**config.mk**
```make
export PLATFORM = sky130hd
export DESIGN_NAME = rbf_pos
export DESIGN_NICKNAME = d
export VERILOG_FILES = /design/src/hdl/rbf_pkg.sv /design/src/hdl/rbf_pos.sv
export SDC_FILE = /design/constraint.sdc
export NUM_CORES = 1
export LEC_CHECK = 0
export BUFFER_PORTS_ARGS = -buffer_cell sky130_fd_sc_hd__buf_4
export CORE_ASPECT_RATIO = 0.75
export CORE_MARGIN = 2
export CORE_UTILIZATION = 54
export CTS_CLUSTER_DIAMETER = 50
export DETAILED_ROUTE_END_ITERATION = 10
export PLACE_DENSITY = 0.75
export SKIP_LAST_GASP = 1
export SYNTH_ARGS = -nofsm -noshare
export SYNTH_HDL_FRONTEND = slang
export SYNTH_SLANG_ARGS = --single-unit
```
**constraint.sdc**
```tcl
create_clock -name clk -period 11.9 [get_ports clk]
set_input_delay 0 -clock clk [delete_from_list [all_inputs] [get_ports clk]]
set_output_delay 0 -clock clk [all_outputs]
set_load 0.02 [all_outputs]
```
**src/hdl/rbf_pkg.sv**
```systemverilog
// ----------------------------------------------------------------------------
// rbf_pkg
// Shared widths, register indexes and beat types of the RGB 3x3 box filter.
// ----------------------------------------------------------------------------
package rbf_pkg;

	localparam int MAX_LINE   = 1024;
	localparam int COL_W      = $clog2(MAX_LINE);
	localparam int CNT_W      = $clog2(MAX_LINE + 1);
	localparam int ROW_W      = 16;
	localparam int CH_W       = 8;
	localparam int PIX_W      = 3 * CH_W;
	localparam int OUT_COL_W  = 10;
	localparam int LEN_CFG_W  = 11;
	localparam int CFG_DATA_W = 16;
	localparam int CFG_IDX_W  = 1;
	localparam int CSUM_W     = CH_W + 2;
	localparam int SUM_W      = CH_W + 4;

	// Division by nine: multiply by ceil(2^16 / 9) and drop 16 bits.
	localparam int RECIP_W     = 13;
	localparam int RECIP_SHIFT = 16;
	localparam logic [RECIP_W-1:0] RECIP_NINE = RECIP_W'(7282);

	localparam int LEN_RESET_INT = (100 > MAX_LINE) ? MAX_LINE : 100;
	localparam logic [CNT_W-1:0] LEN_RESET   = CNT_W'(LEN_RESET_INT);
	localparam logic [ROW_W-1:0] LINES_RESET = ROW_W'(100);

	localparam logic [CFG_IDX_W-1:0] REG_LINE_LENGTH = CFG_IDX_W'(0);
	localparam logic [CFG_IDX_W-1:0] REG_FRAME_LINES = CFG_IDX_W'(1);

	typedef struct packed {
		logic [CH_W-1:0] red_in;
		logic [CH_W-1:0] green_in;
		logic [CH_W-1:0] blue_in;
	} in_item_t;

	typedef struct packed {
		logic [CH_W-1:0]      red_out;
		logic [CH_W-1:0]      green_out;
		logic [CH_W-1:0]      blue_out;
		logic [ROW_W-1:0]     out_row;
		logic [OUT_COL_W-1:0] out_col;
		logic                 is_smoothed;
		logic                 last_of_run;
	} out_item_t;

	typedef struct packed {
		logic [ROW_W-1:0] row;
		logic [COL_W-1:0] col;
	} pos_t;

	typedef struct packed {
		logic [CNT_W-1:0] len;
		logic [ROW_W-1:0] lines;
	} geom_t;

	typedef struct packed {
		logic [CSUM_W-1:0] r;
		logic [CSUM_W-1:0] g;
		logic [CSUM_W-1:0] b;
	} csum_t;

	typedef struct packed {
		logic [SUM_W-1:0] r;
		logic [SUM_W-1:0] g;
		logic [SUM_W-1:0] b;
	} rgb_sum_t;

	typedef struct packed {
		in_item_t pix;
		pos_t     pos;
		rgb_sum_t sum;
		logic     smooth;
		logic     border;
	} emit_item_t;

endpackage

```
**src/hdl/rbf_pos.sv**
```systemverilog
// ----------------------------------------------------------------------------
// rbf_pos
// Geometry registers and the row and column counters of the pixel stream.
// ----------------------------------------------------------------------------
module rbf_pos import rbf_pkg::*; (
	input  logic                  clk,
	input  logic                  arst_n,
	input  logic                  cfg_valid,
	input  logic [CFG_IDX_W-1:0]  cfg_index,
	input  logic [CFG_DATA_W-1:0] cfg_data,
	input  logic                  step,
	output geom_t                 geom,
	output pos_t                  pos
);

	logic [CNT_W-1:0]     len_q;
	logic [ROW_W-1:0]     lines_q;
	logic [COL_W-1:0]     col_q;
	logic [ROW_W-1:0]     row_q;
	logic [LEN_CFG_W-1:0] len_raw;
	logic [CNT_W-1:0]     len_new;
	logic [ROW_W-1:0]     lines_new;
	logic [CNT_W-1:0]     col_cur;
	logic [ROW_W-1:0]     row_cur;
	logic [CNT_W-1:0]     col_nxt;
	logic [ROW_W-1:0]     row_nxt;

	always_comb begin
		len_raw = cfg_data[LEN_CFG_W-1:0];
		if (len_raw == '0) begin
			len_new = CNT_W'(1);
		end else if (32'(len_raw) > MAX_LINE) begin
			len_new = CNT_W'(MAX_LINE);
		end else begin
			len_new = CNT_W'(len_raw);
		end
		lines_new = (cfg_data == '0) ? ROW_W'(1) : cfg_data;
	end

	// The stored position may lie beyond a line or frame that was just shortened.
	always_comb begin
		col_cur = CNT_W'(col_q);
		row_cur = row_q;
		if (col_cur >= len_q) begin
			col_cur = '0;
			row_cur = row_q + ROW_W'(1);
		end
		if (row_cur >= lines_q) begin
			row_cur = '0;
		end
		col_nxt = col_cur + CNT_W'(1);
		row_nxt = row_cur;
		if (col_nxt >= len_q) begin
			col_nxt = '0;
			row_nxt = row_cur + ROW_W'(1);
			if (row_nxt >= lines_q) begin
				row_nxt = '0;
			end
		end
	end

	always_ff @(posedge clk or negedge arst_n) begin
		if (!arst_n) begin
			len_q   <= LEN_RESET;
			lines_q <= LINES_RESET;
			col_q   <= '0;
			row_q   <= '0;
		end else begin
			if (cfg_valid) begin
				case (cfg_index)
					REG_LINE_LENGTH: len_q   <= len_new;
					REG_FRAME_LINES: lines_q <= lines_new;
					default: ;
				endcase
			end
			if (step) begin
				col_q <= COL_W'(col_nxt);
				row_q <= row_nxt;
			end
		end
	end

	assign geom.len   = len_q;
	assign geom.lines = lines_q;
	assign pos.row    = row_cur;
	assign pos.col    = COL_W'(col_cur);

endmodule

```
* Yosys cells after proc, flatten, opt, wreduce, memory -nomap -nowiden
Index checks and enable logic that the tools add are counted.
** Storage, ports and cells
- Bits in registers :: 53
- Bits in latches :: 0
- RAM bits :: 0
- Memory bits (read-only) :: 0
- Output and inout port bits :: 53
- Memories :: 0
** Cells by class
- Add/subtract/negate cells :: 3
- Multiply operators :: 0
- Div/mod/pow operators :: 0
- Order comparisons :: 5
- Equality and inequality tests :: 0
- Shift operators :: 0
- Multiplexer cells :: 9
- Bitwise operators :: 1
- Reduce and logical (&&, ||, !) cells :: 4
** Operators by type and width (number)
- 16-bit two-way mux :: 5
- 16-bit by 1-bit adder with 16-bit output, second input constant :: 2
- 16-bit >= comparator :: 2
- 11-bit two-way mux :: 2
- 10-bit two-way mux :: 2
- 16-bit logical NOT :: 1
- 10-bit by 1-bit adder with 11-bit output, second input constant :: 1
- 10-bit by 11-bit >= comparator with 1-bit output :: 1
- 11-bit >= comparator :: 1
- 11-bit greater-than comparator, second input constant :: 1
- 11-bit logical NOT :: 1
- 2-bit AND reduction :: 2
- 1-bit inverter :: 1

* Logic depth before layout (Yosys ltp)
- Word-level depth :: 8
- Gate-level depth with buffers :: 36

* Worst setup path before layout
Ideal clock, no wire load.
- Path kind :: register to register
- Start :: reg len_q[6]
- End :: reg row_q[10]
- Library setup time :: 0.088 ns
- Arrival time :: 7.168 ns
- Setup slack :: 4.644 ns
- Stages on the path, launching flop included :: 35
- Path buffers :: 3
- Period minus slack after synthesis :: 7.256 ns
- Path through :: dfstp_2 > inv_1 > ha_1 > nand2_1 > nor2_2 > a21o_4 > a21oi_2 > buf_6 > nor4_1 > xor2_1 > ha_1 > a21o_1 > a21o_1 > a211oi_1 > o31ai_2 > clkbuf_1 > nor2_1 > ha_1 > nor2b_1 > nand4_1 > a22oi_1 > a221oi_1 > a21oi_1 > nand3_1 > xnor2_1 > ha_1 > nand2_1 > o21ai_0 > nor4_1 > a21oi_1 > o41ai_2 > nor2b_1 > clkbuf_1 > or3b_1 > a41oi_1
** RTL lines
- start: declaration :: line rbf_pos.sv:16 : logic [CNT_W-1:0] len_q;
- start signal: assignment :: line rbf_pos.sv:71 : REG_LINE_LENGTH: len_q <= len_new;
- end signal: assignment :: line rbf_pos.sv:78 : row_q <= row_nxt;
- end: declaration :: line rbf_pos.sv:19 : logic [ROW_W-1:0] row_q;

* Final worst setup path
- Start :: reg len_q[2]
- End :: reg row_q[10]
** On the way
- Word-level cells in the longest chain between the ends :: 8
- Elaborated cells between the ends (all ways) :: 11
** RTL lines
- 10-bit by 11-bit >= comparator with 1-bit output :: line rbf_pos.sv:44 : if (col_cur >= len_q) begin
- 16-bit two-way mux :: line rbf_pos.sv:44
- 16-bit >= comparator :: line rbf_pos.sv:48 : if (row_cur >= lines_q) begin
- 16-bit two-way mux :: line rbf_pos.sv:48
- 16-bit by 1-bit adder with 16-bit output :: line rbf_pos.sv:55 : row_nxt = row_cur + ROW_W'(1);
- 16-bit >= comparator :: line rbf_pos.sv:56 : if (row_nxt >= lines_q) begin
- 16-bit two-way mux :: line rbf_pos.sv:56
- 16-bit two-way mux * :: line rbf_pos.sv:53 : if (col_nxt >= len_q) begin
Every way passes the cells marked *; elsewhere a longest branch is shown, timed or not.
A chain may end at the register's enable or synchronous reset.

==> run summary <==
Crit path largest cell delay: 0.64 ns
wire per inst: 19.1 um
Clock Sinks: 53
Synth Area per Inst: 8.56 um2
Post-DRT Antenna Nets: 0
DR DRC count: 2
FFs w/ async S/R, synth: 100%
DP HPWL: 10,900 um
area share of fa/ha/maj cells after synthesis: 14.5%
Max Clk Rate: 117 MHz
pin count of the biggest net entering global routing: 54
total wire length: 14,300 um
Global Route met1 Usage: 47.1%
Total Power: 1.33 mW
Final Hold Fails: 0
Area Growth Syn to Fin: 19.1%
CP max FO: 28
number of port buffers: 73
CORE AREA: 0.00856 mm2
DR pass1 iterations: 8
CP Data Arrival Time: 8.75 ns
Setup Crit Path Kind: reg2reg
leak pwr: 2.70 nW
Synthesized Nets: 641
layout cells sized above 1: 21.8%
GR Layer Usage met2: 44.6%
die width: 113 um
Synth area leaders: dfrtp_1 24%, ha_1 15%, xnor2_1 4.5%
worst rel slew slack: 50.2%
violated checks: design-rule violations
Final Max Slew Viols: 0
min-delay src: cfg_data[0]
sink of the worst hold path: lines_q[0]$_DFFE_PN0P_
RSZ-0062 raised after global routing: no
Clock Skews: 0.00718 ns
post-synth top area share: 24.4%
setup violators final: 0
WHS Path Cells: 3
Post-synth EDFFs: 0
reg2reg end: row_q[10]$_DFFE_PN0P_
yosys warns: 0
via count: 4,600
Initial Util: 56.4%
Skew-Pair Late Insertion Delay: 0.30 ns
reg2reg setup slack: 3.37 ns
global-route usage over all layers: 30.4%
crit path time final: 8.53 ns
setup TNS: 0 ns
Rows: 29
Final Cycle Share: 71.7%
Simple-Gate Fraction of Synth Area: 22.4%
r2r worst-path depth: 33
Slowest-stage cell, CP: nor2b_1
largest area contributor in the netlist: dfrtp_1
GPL Wtd Cong: 0.967
Die Ht: 85.9 um
Post-CTS Setup Repair Bufs: 0
sequential area share after synthesis: 27.6%
largest family of logic cells by synthesized area: simple AND/OR/NAND/NOR gates
Root Buffer: clkbuf_16
VDD IR max: 0.107 mV
top-level I/O count: 74
grt total ovfl: 0
Synth Area in Compound Gates: 19.1%
Syn Std Cell Area: 0.00483 mm2
antenna cells: 0
Main synth FF type: dfrtp_1
initial antenna violation count: 0
TritonCTS Buffers: 5
net count reported at finish: 717
worst-margin pin slew: 0.746 ns
worst reg2reg path startpoint: len_q[2]$_DFFE_PN1P_
Hold WC Path Type: in2reg
Synth Instances: 564
Seq cells post-synth: 53
TritonCTS clock tree: built
crit path capture type: flop
H-tree depth: 2
Worst setup SP type: flop
max_cap viols: 0
die area: 0.00972 mm2
clock buffer depth: 2
global-route wire length before repair: 23,200 um
mux cell area share after synthesis: 4.38%
vias in the first global route: 4,287
Post-Synth XOR/XNOR Area: 5.81%
vias per cell: 6.14
PD cells: 231 mW/mm2
most frequent cell after synthesis: ha_1
Initial DRC Count: 373
Worst-path clk slew: 0.08 ns
worst path required time: 12.12 ns
Top cell by count, worst path: ha_1
count of cell types in the netlist: 79
status: finished, violations left
busiest grt layer: met1
synth cell count leaders: 56 x ha_1, 51 x inv_1, 50 x nor2_1, 49 x nand2_1, 47 x dfrtp_1
routing usage on met3: 5.65%
## what timing repair did
action                    in CTS  in global routing
hold buffers                  15                  0
hold endpoints to repair      69                  0
gates resized for setup        0                  0
## sequential cells by signal, indices dropped and copies added (netlist names)
name and count:
row_q 16, col_q 10, len_q 11, lines_q 16
## critical path, delay by kind of cell (launching register included)
kind / cells / cell delay [ns]
adders and majority gates: 4 / 1.20
and+or+nand+nor: 9 / 2.31
xor gates and xnor gates: 2 / 0.63
buffers and inverters: 3 / 0.59
DFF: 1 / 0.54
AOI/OAI and AO/OA: 15 / 3.17
## worst max path at each step
stage	start	end	slack, ns	cells after the start
floorplan	len_q[6]$_DFFE_PN1P_	row_q[10]$_DFFE_PN0P_	4.64	34
global placement	len_q[2]$_DFFE_PN1P_	row_q[10]$_DFFE_PN0P_	4.07	33
detailed placement	len_q[2]$_DFFE_PN1P_	row_q[10]$_DFFE_PN0P_	3.69	33
CTS	len_q[2]$_DFFE_PN1P_	row_q[10]$_DFFE_PN0P_	3.63	33
global route	len_q[2]$_DFFE_PN1P_	row_q[10]$_DFFE_PN0P_	2.81	34
finish	len_q[2]$_DFFE_PN1P_	row_q[10]$_DFFE_PN0P_	3.37	33
## routing by layer
metal	up-vias	part of all wire (%)
met5	-	0
met4	0	1.1
met3	16	9.5
met2	232	42
met1	2175	47
li1	2177	-
## metrics by stage
stage               instances  util [%]  area, um2  hold slack (ns)  setup WS, ns
floorplan                 564         -       4830           -0.296          4.64
global placement          726      63.6       5440           0.0819          4.07
detailed placement        726      63.6       5440           0.0949          3.69
CTS                       749      67.1       5750          0.00294          3.63
global route              749      67.1       5750           0.0300          2.81
finish                    749      67.1       5750          0.00492          3.37
## layout make-up
cell class | instances | area, um2
clock buffer | 5 | 125
sequential | 53 | 1330
timing repair buffer | 91 | 721
multi-input combinational | 437 | 3210
fill | 707 | 2820
tap | 108 | 135
inverter | 52 | 195
clock inverter | 3 | 28.8
## cell usage in the layout (no fill, tap or decap), types with 7 or more instances in the layout
master         count
nand3_1           23
nand4_1            8
dlygate4sd3_1     15
inv_1             51
and3_1            10
nand2_1           49
a21o_1             7
xor2_1             7
mux2_2            17
ha_1              56
buf_4             76
dfrtp_1           47
nor2_1            50
nand2b_1           8
nor3_1             7
nor2b_1           10
xnor2_1           25
o21ai_0           26
a21oi_1           25
## power breakdown
| group | internal, mW | switching [mW] | leakage [nW] |
|---|---|---|---|
| Combinational | 0.340 | 0.538 | 1.98 |
| Clock | 0.0810 | 0.0775 | 0.0763 |
| Sequential | 0.226 | 0.0623 | 0.644 |
| Total | 0.648 | 0.678 | 2.70 |
## kinds of logic (layout without fill, tap and decap cells)
kind of cell / after synthesis / in the layout
and+or+nand+nor: 205 / 205
xor gates and xnor gates: 32 / 32
AOI/OAI and AO/OA: 125 / 125
buffers and inverters: 74 / 151
muxes: 19 / 19
DFF: 53 / 53
adders and majority gates: 56 / 56
Note: power is estimated with default switching activity, not from simulation.
