$ cat config.mk
export PLATFORM = sky130hd
export DESIGN_NAME = rbf_emit
export DESIGN_NICKNAME = d
export VERILOG_FILES = /design/src/hdl/rbf_pkg.sv /design/src/hdl/rbf_emit.sv
export SDC_FILE = /design/constraint.sdc
export NUM_CORES = 1
export LEC_CHECK = 0
export ABC_AREA = 1
export BUFFER_PORTS_ARGS = -buffer_cell sky130_fd_sc_hd__buf_2
export CORE_MARGIN = 1.5
export CORE_UTILIZATION = 50
export CTS_CLUSTER_DIAMETER = 200
export DETAILED_ROUTE_END_ITERATION = 10
export GPL_ROUTABILITY_DRIVEN = 0
export PLACE_DENSITY = 0.8
export SLEW_MARGIN = 15
export SYNTH_ARGS = -nofsm -noshare
export SYNTH_HDL_FRONTEND = slang
export SYNTH_SLANG_ARGS = --single-unit
$ cat constraint.sdc
create_clock -name clk -period 16.1 [get_ports clk]
set_clock_uncertainty 0.1 [all_clocks]
set_input_delay 2.415 -clock clk [delete_from_list [all_inputs] [get_ports clk]]
set_output_delay 2.415 -clock clk [all_outputs]
set_load 0.05 [all_outputs]
$ cat src/hdl/rbf_pkg.sv
// ----------------------------------------------------------------------------
// rbf_pkg
// Shared widths, register indexes and beat types of the RGB 3x3 box filter.
// ----------------------------------------------------------------------------
package rbf_pkg;

	localparam int MAX_LINE   = 1024;
	localparam int COL_W      = $clog2(MAX_LINE);
	localparam int CNT_W      = $clog2(MAX_LINE + 1);
	localparam int ROW_W      = 16;
	localparam int CH_W       = 8;
	localparam int PIX_W      = 3 * CH_W;
	localparam int OUT_COL_W  = 10;
	localparam int LEN_CFG_W  = 11;
	localparam int CFG_DATA_W = 16;
	localparam int CFG_IDX_W  = 1;
	localparam int CSUM_W     = CH_W + 2;
	localparam int SUM_W      = CH_W + 4;

	// Division by nine: multiply by ceil(2^16 / 9) and drop 16 bits.
	localparam int RECIP_W     = 13;
	localparam int RECIP_SHIFT = 16;
	localparam logic [RECIP_W-1:0] RECIP_NINE = RECIP_W'(7282);

	localparam int LEN_RESET_INT = (100 > MAX_LINE) ? MAX_LINE : 100;
	localparam logic [CNT_W-1:0] LEN_RESET   = CNT_W'(LEN_RESET_INT);
	localparam logic [ROW_W-1:0] LINES_RESET = ROW_W'(100);

	localparam logic [CFG_IDX_W-1:0] REG_LINE_LENGTH = CFG_IDX_W'(0);
	localparam logic [CFG_IDX_W-1:0] REG_FRAME_LINES = CFG_IDX_W'(1);

	typedef struct packed {
		logic [CH_W-1:0] red_in;
		logic [CH_W-1:0] green_in;
		logic [CH_W-1:0] blue_in;
	} in_item_t;

	typedef struct packed {
		logic [CH_W-1:0]      red_out;
		logic [CH_W-1:0]      green_out;
		logic [CH_W-1:0]      blue_out;
		logic [ROW_W-1:0]     out_row;
		logic [OUT_COL_W-1:0] out_col;
		logic                 is_smoothed;
		logic                 last_of_run;
	} out_item_t;

	typedef struct packed {
		logic [ROW_W-1:0] row;
		logic [COL_W-1:0] col;
	} pos_t;

	typedef struct packed {
		logic [CNT_W-1:0] len;
		logic [ROW_W-1:0] lines;
	} geom_t;

	typedef struct packed {
		logic [CSUM_W-1:0] r;
		logic [CSUM_W-1:0] g;
		logic [CSUM_W-1:0] b;
	} csum_t;

	typedef struct packed {
		logic [SUM_W-1:0] r;
		logic [SUM_W-1:0] g;
		logic [SUM_W-1:0] b;
	} rgb_sum_t;

	typedef struct packed {
		in_item_t pix;
		pos_t     pos;
		rgb_sum_t sum;
		logic     smooth;
		logic     border;
	} emit_item_t;

endpackage

$ cat src/hdl/rbf_emit.sv
// ----------------------------------------------------------------------------
// rbf_emit
// Divides the window sums by nine and issues up to two result beats per pixel.
// ----------------------------------------------------------------------------
module rbf_emit import rbf_pkg::*; (
	input  logic       clk,
	input  logic       arst_n,
	input  logic       itm_valid,
	input  emit_item_t itm,
	output logic       itm_ready,
	output logic       res_valid,
	input  logic       res_ready,
	output out_item_t  res_data
);

	logic       valid_s2;
	emit_item_t itm_s2;
	logic       pend_smooth_s2;
	logic       pend_border_s2;
	logic       res_v_q;
	out_item_t  res_q;
	out_item_t  res_nxt;
	logic       load;
	logic       done;

	function automatic logic [CH_W-1:0] div9(input logic [SUM_W-1:0] s);
		logic [SUM_W+RECIP_W-1:0] p;
		p = (SUM_W + RECIP_W)'(s) * (SUM_W + RECIP_W)'(RECIP_NINE);
		return p[RECIP_SHIFT +: CH_W];
	endfunction

	assign load      = valid_s2 && (!res_v_q || res_ready);
	assign done      = load && !(pend_smooth_s2 && pend_border_s2);
	assign itm_ready = !valid_s2 || done;

	always_comb begin
		if (pend_smooth_s2) begin
			res_nxt.red_out     = div9(itm_s2.sum.r);
			res_nxt.green_out   = div9(itm_s2.sum.g);
			res_nxt.blue_out    = div9(itm_s2.sum.b);
			res_nxt.out_row     = itm_s2.pos.row - ROW_W'(1);
			res_nxt.out_col     = OUT_COL_W'(itm_s2.pos.col - COL_W'(1));
			res_nxt.is_smoothed = 1'b1;
			res_nxt.last_of_run = !pend_border_s2;
		end else begin
			res_nxt.red_out     = itm_s2.pix.red_in;
			res_nxt.green_out   = itm_s2.pix.green_in;
			res_nxt.blue_out    = itm_s2.pix.blue_in;
			res_nxt.out_row     = itm_s2.pos.row;
			res_nxt.out_col     = OUT_COL_W'(itm_s2.pos.col);
			res_nxt.is_smoothed = 1'b0;
			res_nxt.last_of_run = 1'b1;
		end
	end

	always_ff @(posedge clk or negedge arst_n) begin
		if (!arst_n) begin
			valid_s2       <= 1'b0;
			pend_smooth_s2 <= 1'b0;
			pend_border_s2 <= 1'b0;
			res_v_q        <= 1'b0;
		end else begin
			if (itm_ready) begin
				valid_s2 <= itm_valid;
				if (itm_valid) begin
					pend_smooth_s2 <= itm.smooth;
					pend_border_s2 <= itm.border;
				end
			end else if (load) begin
				pend_smooth_s2 <= 1'b0;
			end
			if (load) begin
				res_v_q <= 1'b1;
			end else if (res_ready) begin
				res_v_q <= 1'b0;
			end
		end
	end

	always_ff @(posedge clk) begin
		if (itm_ready && itm_valid) begin
			itm_s2 <= itm;
		end
		if (load) begin
			res_q <= res_nxt;
		end
	end

	assign res_valid = res_v_q;
	assign res_data  = res_q;

endmodule

# After elaboration in Yosys (flattened, before gate mapping)
# Index checks and enable logic that the tools add are counted.
# totals
word_cells	45
register_bits	142
inputBits	92
output_inout_bits	54
# op_classes
mul	3
n_eq_ne	1
add_sub_neg	2
muxes	6
reduce_logical	14
# ops
operator	count
12-bit by 12-bit multiplier with 23-bit output (second input constant)	3
52-bit 2-to-1 mux	1
16-bit by 1-bit subtractor with 16-bit output (second input constant)	1
10-bit by 1-bit subtractor with 10-bit output (second input constant)	1
1-bit 2-to-1 mux	5
1-bit logical AND	4
1-bit zero test	4
2-bit AND reduction	2
2-bit nonzero test	2
1-bit logical OR	2
2-bit != test (second input constant)	1

# Depth between registers and ports, before layout
# Gate-level depths: netlist of run 1.
# depth
depth_word	7
mapped_depth	22
mapped_depth_nobuf	22

# Least setup slack after synthesis of run 1
# OpenSTA, ideal clock, no wires.
# synth_timing
path_type	input port to flip-flop
from	input res_ready
to	register pend_border_s2
t_arrival_ns	6.939
path_slack_ns	8.977
cell_stages	5
cell_sequence	inv_1 nand2_1 a21oi_1 nor2_1 mux2_2
# synth_between
elab_chain_len	5
# synth_rtl
element	line_no	source
start: declaration	rbf_emit.sv:12	input logic res_ready,
1-bit logical OR	rbf_emit.sv:32	assign load = valid_s2 && (!res_v_q || res_ready);
1-bit logical AND	rbf_emit.sv:32	
1-bit logical AND	rbf_emit.sv:33	assign done = load && !(pend_smooth_s2 && pend_border_s2);
1-bit logical OR	rbf_emit.sv:34	assign itm_ready = !valid_s2 || done;
2-bit AND reduction (no source line)	--	
end signal: assignment	rbf_emit.sv:67	pend_border_s2 <= itm.border;
end: declaration	rbf_emit.sv:19	logic pend_border_s2;
# No other way between the ends.
# A chain may end at the register's enable or synchronous reset.

# Worst setup path after layout of run 1
# layout_timing
from	input res_ready
to	output itm_ready
# layout_between
elab_chain_len	4
# layout_rtl
element	line_no	source
1-bit logical OR	rbf_emit.sv:32	
1-bit logical AND	rbf_emit.sv:32	
1-bit logical AND	rbf_emit.sv:33	
1-bit logical OR	rbf_emit.sv:34	
end: declaration	rbf_emit.sv:10	output logic itm_ready,
# No other way between the ends.

==> impl_metrics.csv, run 1 <==
group,metric,value,unit
clock_tree,clkSinkCount,142,
logic_synthesis,synth-simple-area-share,0.1529,
clock_tree,cts_setup_buffers,0,
grt,overflow,0,
worst_setup_path,cp_slowest_cell,"a21oi_1",
clock_tree,clkTransAtPathRegs,0.07,ns
cells_and_area,layout.cells.non_filler,1741,
clock_tree,cts-hold-fix-buffers,0,
detailed_routing,drc,0,
grt,grt_util_all_layers,0.2189,
logic_synthesis,synthAdderAreaFrac,0.3511,
clock_tree,clock_latency,0.43,ns
detailed_routing,firstDrtPassIters,5,
worst_setup_path,slowest_delay,0.32,ns
worst_setup_path,cp-end-kind,"output pin",
min_path,hold_class,"reg -> reg",
grt,grt_max_degree,53,
logic_synthesis,synth_edf_count,138,
worst_setup_path,path_depth,6,
logic_synthesis,synth_compound_area_frac,0.04014,
cells_and_area,mostFrequentLayoutCells,"inv_1, nand2_1, ha_1, buf_2, edfxtp_1",
worst_setup_path,criticalPathCategory,"in -> out",
sta,worst_pin_slew,0.7577,ns
clock_tree,cts_tree,"done",
grt,met3_usage,0.04532,
logic_synthesis,synthCells,1247,
logic_synthesis,synth_cell_types,37,
floorplan,io_pins,146,
worst_setup_path,start_kind,"input pin",
cells_and_area,area_delta_synth_final,14.46,%
placed_design,place.detailed.hpwl,21260,um
worst_setup_path,worstPathArrival,3.34,ns
logic_synthesis,synth_warnings,0,
floorplan,rows,56,
floorplan,die_x,158.9,um
placed_design,placed_cell_area,13300,um2
logic_synthesis,syn-num-nets,1628,
logic_synthesis,synthXorXnorAreaFrac,0.02449,
clock_tree,cts_resized,0,
clock_tree,cts_buffers,17,
detailed_routing,ant_nets,0,
logic_synthesis,synth_area,12160,um2
worst_setup_path,cp_num_buf_inv,4,
worst_setup_path,reg2reg_depth,17,
cells_and_area,finalInstanceArea,13920,um2
detailed_routing,drt-vias-per-instance,5.096,
sta,drv_slew,0,
sta,finalHoldViolCount,0,
run_status,status,"completed",
worst_setup_path,path_cells,"buf_2 -> inv_1 -> nand2_1 -> a21oi_1 -> inv_1 -> buf_2",
detailed_routing,wl_per_cell,15.26,um
floorplan,start_util,0.5134,
sta,fmax,0.1709,GHz
detailed_routing,first_iter_violations,470,
flow_run,maxCapViolCount,0,
cells_and_area,nFillCells,2018,
clock_tree,clock_path_buffers,2,
logic_synthesis,ys_seq_elements,142,
cells_and_area,multiInputGateArea,6944,um2
logic_synthesis,avgSynthCellArea,9.750,um2
min_path,worstHoldPathCells,1,
grt,grt_pass1_vias,9274,
floorplan,die-area,25260,um2
detailed_routing,wl,26570,um
grt,use_met2,0.3778,
cells_and_area,fin_nets,1789,
logic_synthesis,seq_area_frac_synth,0.3491,
clock_tree,root_buffer,"clkbuf_16",
floorplan,die_h,158.9,um
grt,met1_usage,0.2739,
worst_setup_path,r2r_slack,11.30,ns
worst_setup_path,critical_path.top_delay_family,"buffers and inverters",
logic_synthesis,synthFlopType,"edfxtp_1",
clock_tree,htree_levels,4,
floorplan,core-area,23680,um2
placed_design,placed_cells,1708,
cells_and_area,regArea,4244,um2
logic_synthesis,synth_top_family_by_area,"adder cells",
sta,finalSetupViolCount,0,
sta,rsz0062_at_grt,"false",
cells_and_area,drive_above_1_share,0.1407,
sta,post-route-period-util,0.3635,
worst_setup_path,worstPathRequired,13.59,ns
cells_and_area,mostFrequentLayoutCell,"inv_1",
sta,relSlewSlack,0.4948,
placed_design,portBuffers,145,
grt,grt_first_pass_wirelength,43900,um
sta,min_period,5.852,ns
grt,grt_busiest_layer,"met2",
logic_synthesis,async_flop_share,0.02817,
grt,antenna_found_initial,2,
sta,tns,0,ns
worst_setup_path,critPathMaxFanout,3,
logic_synthesis,synth.area.mux_share,0.0009262,
detailed_routing,vias,8873,
state kept, by name, indices dropped and copies added (netlist names):
signal,flops
pend_smooth_s2,1
itm_s2,86
pend_border_s2,1
res_data,52
res_valid,1
valid_s2,1
stage by stage:
stage	worst slack (ns)	hold WS, ns	util
floorplan	8.977	0.3261	-
global placement	10.29	0.3810	0.5616
detailed placement	10.25	0.4052	0.5616
CTS	10.25	0.4210	0.5875
global route	10.16	0.4484	0.5875
finish	10.25	0.4149	0.5876
layout make-up:
class	instances	area share
Sequential cell	142	0.3050
Multi-Input combinational cell	843	0.4990
Timing Repair Buffer	149	0.05431
Clock buffer	17	0.03057
Tap cell	319	0.02868
Antenna cell	1	0.0001798
Clock inverter	15	0.01349
Inverter	255	0.06878
final timing paths:
kind | to | start
max | itm_ready | res_ready
min reg2reg | pend_border_s2$_DFFE_PN0P_ | pend_border_s2$_DFFE_PN0P_
min in group asynchronous | valid_s2$_DFFE_PN0N_ | arst_n
max reg2reg | res_data[49]$_DFFE_PP_ | itm_s2[33]$_DFFE_PP_
max in group asynchronous | pend_smooth_s2$_DFFE_PN0P_ | arst_n
min | pend_border_s2$_DFFE_PN0P_ | pend_border_s2$_DFFE_PN0P_
cell families (layout without fill, tap and decap cells):
group / after synthesis / after routing
AOI/OAI and AO/OA: 84 / 84
other: 0 / 1
and+or+nand+nor: 435 / 435
xor gates and xnor gates: 34 / 34
buffers and inverters: 262 / 436
DFF: 142 / 142
adders and majority gates: 289 / 289
muxes: 1 / 1
routing by layer:
| metal | part of all wire | vias up |
|---|---|---|
| met3 | 0.051 | 54 |
| met5 | 0.00038 | - |
| met4 | 0.025 | 2 |
| met1 | 0.44 | 4184 |
| li1 | - | 4389 |
| met2 | 0.49 | 244 |
synth_stat cells (2+ instances only):
cell | number | area share
a31oi_1 | 3 | 0.0015
inv_2 | 3 | 0.00093
o21ai_0 | 15 | 0.0062
o21a_1 | 5 | 0.0031
dfrtp_1 | 4 | 0.0082
nand2_2 | 3 | 0.0015
ha_1 | 202 | 0.21
nand4_1 | 8 | 0.0041
a21o_1 | 8 | 0.0049
nand2_1 | 247 | 0.076
nor3_1 | 12 | 0.0049
buf_1 | 2 | 0.00062
nor2_4 | 3 | 0.0028
nor3_2 | 2 | 0.0016
inv_1 | 252 | 0.078
xnor2_1 | 14 | 0.010
nand3b_1 | 6 | 0.0037
edfxtp_1 | 138 | 0.34
nand3_1 | 64 | 0.026
nor2_2 | 2 | 0.0010
xor2_1 | 20 | 0.014
clkbuf_1 | 3 | 0.00093
fa_1 | 87 | 0.14
nor4_1 | 5 | 0.0026
nor2_1 | 79 | 0.024
o21bai_1 | 9 | 0.0056
a21oi_1 | 41 | 0.017
Power of run 1 is left out: the tool's default activity adds up to more than one toggle a clock period on the data nets, which glitch-free logic cannot reach.
==> run 2, diff against run 1 <==
Clock period 16.1 ns to 6.1 ns, I/O delays scaled along.
==> run 2 against run 1 <==
Highest routed layer unchanged. Global-route usage increased by 0.56 points. Setup slack got worse by 8.9 ns. Sequential cell count unchanged. Register-to-register slack got worse by 9.9 ns. Via count increased by 0.47%. Final area about the same. Largest cell class unchanged.
==> impl_metrics.csv, run 2 (synthesis gave the netlist of run 1 again) <==
group,metric,value,unit
floorplan,die_x,158.9,um
sta,finalHoldViolCount,0,
sta,drv_slew,0,
cells_and_area,area_delta_synth_final,14.50,%
grt,overflow,0,
worst_setup_path,worstPathArrival,4.80,ns
floorplan,io_pins,146,
sta,relSlewSlack,0.4337,
grt,grt_util_all_layers,0.2245,
clock_tree,cts_tree,"done",
worst_setup_path,worstPathRequired,6.18,ns
detailed_routing,firstDrtPassIters,5,
worst_setup_path,critPathMaxFanout,3,
worst_setup_path,criticalPathCategory,"reg -> reg",
floorplan,die-area,25260,um2
detailed_routing,vias,8915,
worst_setup_path,slowest_delay,0.57,ns
run_status,status,"completed",
placed_design,place.detailed.hpwl,21580,um
cells_and_area,fin_nets,1789,
clock_tree,htree_levels,4,
grt,grt_max_degree,56,
flow_run,maxCapViolCount,0,
cells_and_area,mostFrequentLayoutCells,"inv_1, nand2_1, ha_1, buf_2, edfxtp_1",
grt,grt_first_pass_wirelength,44910,um
clock_tree,clkTransAtPathRegs,0.07,ns
detailed_routing,drc,0,
clock_tree,cts-hold-fix-buffers,0,
sta,fmax,0.2117,GHz
worst_setup_path,cp_slowest_cell,"fa_1",
worst_setup_path,reg2reg_depth,18,
sta,tns,0,ns
floorplan,core-area,23680,um2
cells_and_area,drive_above_1_share,0.1407,
detailed_routing,drt-vias-per-instance,5.118,
worst_setup_path,rr_endpoint,"res_data[40]$_DFFE_PP_",
floorplan,die_h,158.9,um
clock_tree,cts_buffers,17,
sta,worst_pin_slew,0.8476,ns
grt,antenna_found_initial,3,
worst_setup_path,path_cells,"inv_1 -> fa_1 -> inv_1 -> ha_1 -> inv_1 -> fa_1 -> inv_1 -> fa_1 -> inv_1 -> fa_1 -> inv_1 -> ha_1 -> a21oi_1 -> o21ai_0 -> a21oi_1 -> nand3_1 -> nand3_1 -> nand2_1",
cells_and_area,largest_register,"itm_s2",
clock_tree,cts_setup_buffers,0,
clock_tree,cts_resized,0,
clock_tree,root_buffer,"clkbuf_16",
sta,rsz0062_at_grt,"false",
worst_setup_path,start_kind,"flop",
detailed_routing,first_iter_violations,521,
floorplan,start_util,0.5134,
cells_and_area,largest_register_ffs,86,
placed_design,portBuffers,145,
sta,min_period,4.723,ns
clock_tree,clock_latency,0.44,ns
clock_tree,clkSinkCount,142,
sta,finalSetupViolCount,0,
cells_and_area,mostFrequentLayoutCell,"inv_1",
grt,grt_pass1_vias,9414,
detailed_routing,wl_per_cell,15.39,um
floorplan,rows,56,
clock_tree,clock_path_buffers,2,
worst_setup_path,crit_top_cell,"inv_1",
worst_setup_path,cp-end-kind,"flop",
detailed_routing,ant_nets,0,
worst_setup_path,r2r_slack,1.38,ns
worst_setup_path,rr_startpoint,"itm_s2[21]$_DFFE_PP_",
detailed_routing,wl,26810,um
min_path,hold_class,"in -> async",
sta,post-route-period-util,0.7742,
## run 2: final cells by class
cell class,count,area [um2]
Antenna cell,2,5.005
Sequential cell,142,4244
Multi-Input combinational cell,843,6944
Tap cell,319,399.1
Clock inverter,15,190.2
Clock buffer,17,425.4
Timing Repair Buffer,149,755.7
Fill cell,2019,9762
Inverter,255,957.2
## run 2: worst max path at each step
stage,cells past startpoint,slack [ns],from,to
6_report,18,1.38,itm_s2[21]$_DFFE_PP_,res_data[40]$_DFFE_PP_
5_1_grt,20,1.12,itm_s2[21]$_DFFE_PP_,res_data[43]$_DFFE_PP_
4_1_cts,20,1.38,itm_s2[21]$_DFFE_PP_,res_data[43]$_DFFE_PP_
3_5_place_dp,20,1.45,itm_s2[21]$_DFFE_PP_,res_data[43]$_DFFE_PP_
3_3_place_gp,20,1.55,itm_s2[9]$_DFFE_PP_,res_data[30]$_DFFE_PP_
2_1_floorplan,5,0.48,res_ready,pend_border_s2$_DFFE_PN0P_
## run 2: worst max-delay path, delay by kind of cell (launching register included)
kind	cells	cell delay (ns)
DFF	1	0.40
AOI/OAI and AO/OA	3	0.56
buffers and inverters	6	0.39
adders and majority gates	6	2.75
and+or+nand+nor	3	0.26
## run 2: layer usage
metal	routed length, um	part of all wire	vias to the layer above	track usage
li1	-	-	4382	-
met1	11320	0.42	4223	0.2711
met4	673	0.025	2	0.08148
met3	1586	0.059	47	0.05184
met5	11	0.00041	-	0
met2	13230	0.49	261	0.3923
## run 2: stage by stage
stage                     utilization  setup WS [ns]  cells  area (um2)  hold WS, ns
after floorplan                     -         0.4772   1247       12160       0.3261
after global placement         0.5616          1.551   1708       13300       0.3738
after detailed placement       0.5616          1.449   1708       13300       0.3915
after CTS                      0.5876          1.380   1740       13920       0.1607
after global routing           0.5876          1.116   1740       13920       0.1673
final                          0.5878          1.377   1742       13920       0.1788
Power of run 2 is left out for the same reason.
==> run 3, diff against run 2 <==
Settings changed: ABC_AREA 1 to 0.
Clock period 6.1 ns to 4.6 ns, I/O delays scaled along.
==> run 3 against run 2 <==
Setup slack got worse by 1.6 ns. Sequential cell count did not move. Highest routed layer unchanged. The flow now finishes with violations (negative setup slack). Core utilization rose by 8.9 points. Critical endpoint is now res_data[48]$_DFFE_PP_. Critical path type unchanged.
==> impl_metrics.csv, run 3 <==
group,metric,value,unit
logic_synthesis,synth.area.mux_share,0.02060,
grt,grt_pass1_vias,9433,
worst_setup_path,crit_top_cell,"fa_1",
worst_setup_path,worstPathRequired,4.64,ns
worst_setup_path,cp_num_buf_inv,5,
clock_tree,htree_levels,4,
sta,min_period,4.869,ns
cells_and_area,area_delta_synth_final,32.19,%
sta,fmax,0.2054,GHz
cells_and_area,mostFrequentLayoutCell,"ha_1",
logic_synthesis,seq_area_frac_synth,0.3639,
detailed_routing,wl_per_cell,18.20,um
flow_run,maxCapViolCount,0,
sta,finalHoldViolCount,0,
worst_setup_path,slowest_delay,0.50,ns
logic_synthesis,async_flop_share,0.02817,
sta,worst_pin_slew,0.6601,ns
cells_and_area,mostFrequentLayoutCells,"ha_1, inv_1, buf_2, buf_4, edfxtp_1",
logic_synthesis,synth_top_family_by_area,"adder cells",
sta,rsz0062_at_grt,"true",
clock_tree,root_buffer,"clkbuf_16",
logic_synthesis,synth_area_leaders,"edfxtp_1, ha_1, fa_1",
grt,antenna_found_initial,3,
floorplan,die-area,24250,um2
floorplan,core-area,22780,um2
logic_synthesis,synthCells,1007,
placed_design,place_ws,-0.3482,ns
clock_tree,clkTransAtPathRegs,0.08,ns
logic_synthesis,syn-num-nets,1388,
cells_and_area,largest_register_ffs,86,
worst_setup_path,criticalPathCategory,"reg -> reg",
sta,tns,-2.994,ns
logic_synthesis,synth_compound_area_frac,0.07156,
sta,post-route-period-util,1.059,
logic_synthesis,synth_edf_count,138,
grt,grt_util_all_layers,0.2461,
logic_synthesis,yosysMostFrequentCell,"ha_1",
logic_synthesis,synth_warnings,0,
sta,worst_slack,-0.2694,ns
detailed_routing,vias,8830,
cells_and_area,fin_nets,1688,
worst_setup_path,path_cells,"buf_6 -> fa_1 -> ha_4 -> inv_2 -> fa_1 -> inv_1 -> fa_1 -> inv_1 -> fa_1 -> inv_2 -> ha_4 -> nand4_1 -> nor3_2 -> a21oi_2 -> a21oi_2 -> mux2i_1 -> o311ai_1",
detailed_routing,wl,29750,um
clock_tree,cts_buffers,17,
detailed_routing,drc,0,
placed_design,place.detailed.hpwl,21340,um
worst_setup_path,start_kind,"flop",
worst_setup_path,critPathMaxFanout,4,
logic_synthesis,avgSynthCellArea,11.58,um2
worst_setup_path,critical_path.top_delay_family,"adder cells",
sta,hold_ws,0.3320,ns
detailed_routing,first_iter_violations,513,
run_status,status,"complete, but fails checks",
grt,grt_max_degree,50,
detailed_routing,drt-vias-per-instance,5.401,
floorplan,io_pins,146,
logic_synthesis,synth_cell_types,49,
worst_setup_path,cp-end-kind,"flop",
floorplan,start_util,0.5120,
sta,relSlewSlack,0.5599,
cells_and_area,drive_above_1_share,0.3712,
clock_tree,clkSinkCount,142,
worst_setup_path,worstPathArrival,4.91,ns
logic_synthesis,synthAdderAreaFrac,0.3661,
logic_synthesis,ys_top_cells_by_count,"ha_1, inv_1, edfxtp_1",
detailed_routing,firstDrtPassIters,5,
clock_tree,cts_tree,"done",
placed_design,portBuffers,145,
clock_tree,clock_latency,0.43,ns
placed_design,placed_cell_area,13710,um2
logic_synthesis,synthFlopType,"edfxtp_1",
min_path,hold_class,"in -> reg",
run_status,violations,"negative setup slack",
floorplan,rows,55,
cells_and_area,finalInstanceArea,15420,um2
logic_synthesis,yosysTopAreaCell,"edfxtp_1",
logic_synthesis,ys_seq_elements,142,
detailed_routing,ant_nets,0,
grt,overflow,0,
clock_tree,clock_path_buffers,2,
worst_setup_path,cp_slowest_cell,"fa_1",
grt,grt_first_pass_wirelength,46150,um
floorplan,die_x,155.7,um
logic_synthesis,synthDominantCellAreaShare,0.3553,
logic_synthesis,synth_area,11660,um2
sta,finalSetupViolCount,19,
logic_synthesis,synth-simple-area-share,0.07124,
logic_synthesis,synthXorXnorAreaFrac,0.04281,
cells_and_area,largest_register,"itm_s2",
floorplan,die_h,155.7,um
sta,drv_slew,0,
==> run 3: changes by cell type after synthesis, sizes merged, moves of 11 or more <==
cell    change
xor2       +12
nand3      -56
mux2       +15
nor2       -54
inv        -73
o21ai      +12
clkbuf     +12
xnor2      +11
nand2     -198
==> run 3: repair_timing <==
item	CTS	global route
resized for setup	92	78
buffers inserted	21	11
hold endpoints to repair	4	0
endpoints found under the setup margin	22	24
pin swaps	57	67
hold buffers	1	0
==> run 3: cells by family (layout without fill, tap and decap cells) <==
kind of cell	count (synthesis)	in the layout
buf+inv	198	511
mux	22	22
fa+ha+maj	289	289
simple gates	167	167
flops	142	142
other cells	0	2
compound gates	132	132
xor+xnor	57	57
==> run 3: worst paths after layout <==
check	startpoint	to	slack, ns	depth (start not counted)
worst max-delay path	itm_s2[33]$_DFFE_PP_	res_data[48]$_DFFE_PP_	-0.27	17
worst min-delay path	itm[47]	itm_s2[47]$_DFFE_PP_	0.33	1
worst max register to register	itm_s2[33]$_DFFE_PP_	res_data[48]$_DFFE_PP_	-0.27	17
worst min register to register	valid_s2$_DFFE_PN0N_	res_valid$_DFFE_PN0P_	0.40	2
max in group asynchronous	arst_n	pend_smooth_s2$_DFFE_PN0P_	3.74	2
min in group asynchronous	arst_n	res_valid$_DFFE_PN0P_	0.52	2
==> run 3: per-layer routing <==
| metal | global-route usage | share of wire | up-vias |
|---|---|---|---|
| li1 | - | - | 4097 |
| met1 | 0.2921 | 0.39 | 4331 |
| met2 | 0.4394 | 0.52 | 320 |
| met3 | 0.04889 | 0.057 | 80 |
| met4 | 0.09569 | 0.035 | 2 |
| met5 | 0 | 0.00044 | - |
==> run 3: layout make-up <==
type	count	area (um2)
flip-flops and latches	142	4245
multi-input cells	667	7581
fillers	1566	7362
inverters	182	683.2
well taps	313	391.6
clock inverters	15	185.2
diodes	2	5.005
repair buffers	297	1899
clock buffers	17	425.4
==> run 3: stage by stage <==
stage,instances,utilization
after floorplan,1007,-
after global placement,1572,0.6020
after detailed placement,1572,0.6020
after CTS,1626,0.6571
after global routing,1633,0.6766
final,1635,0.6768
Power of run 3 is left out for the same reason.
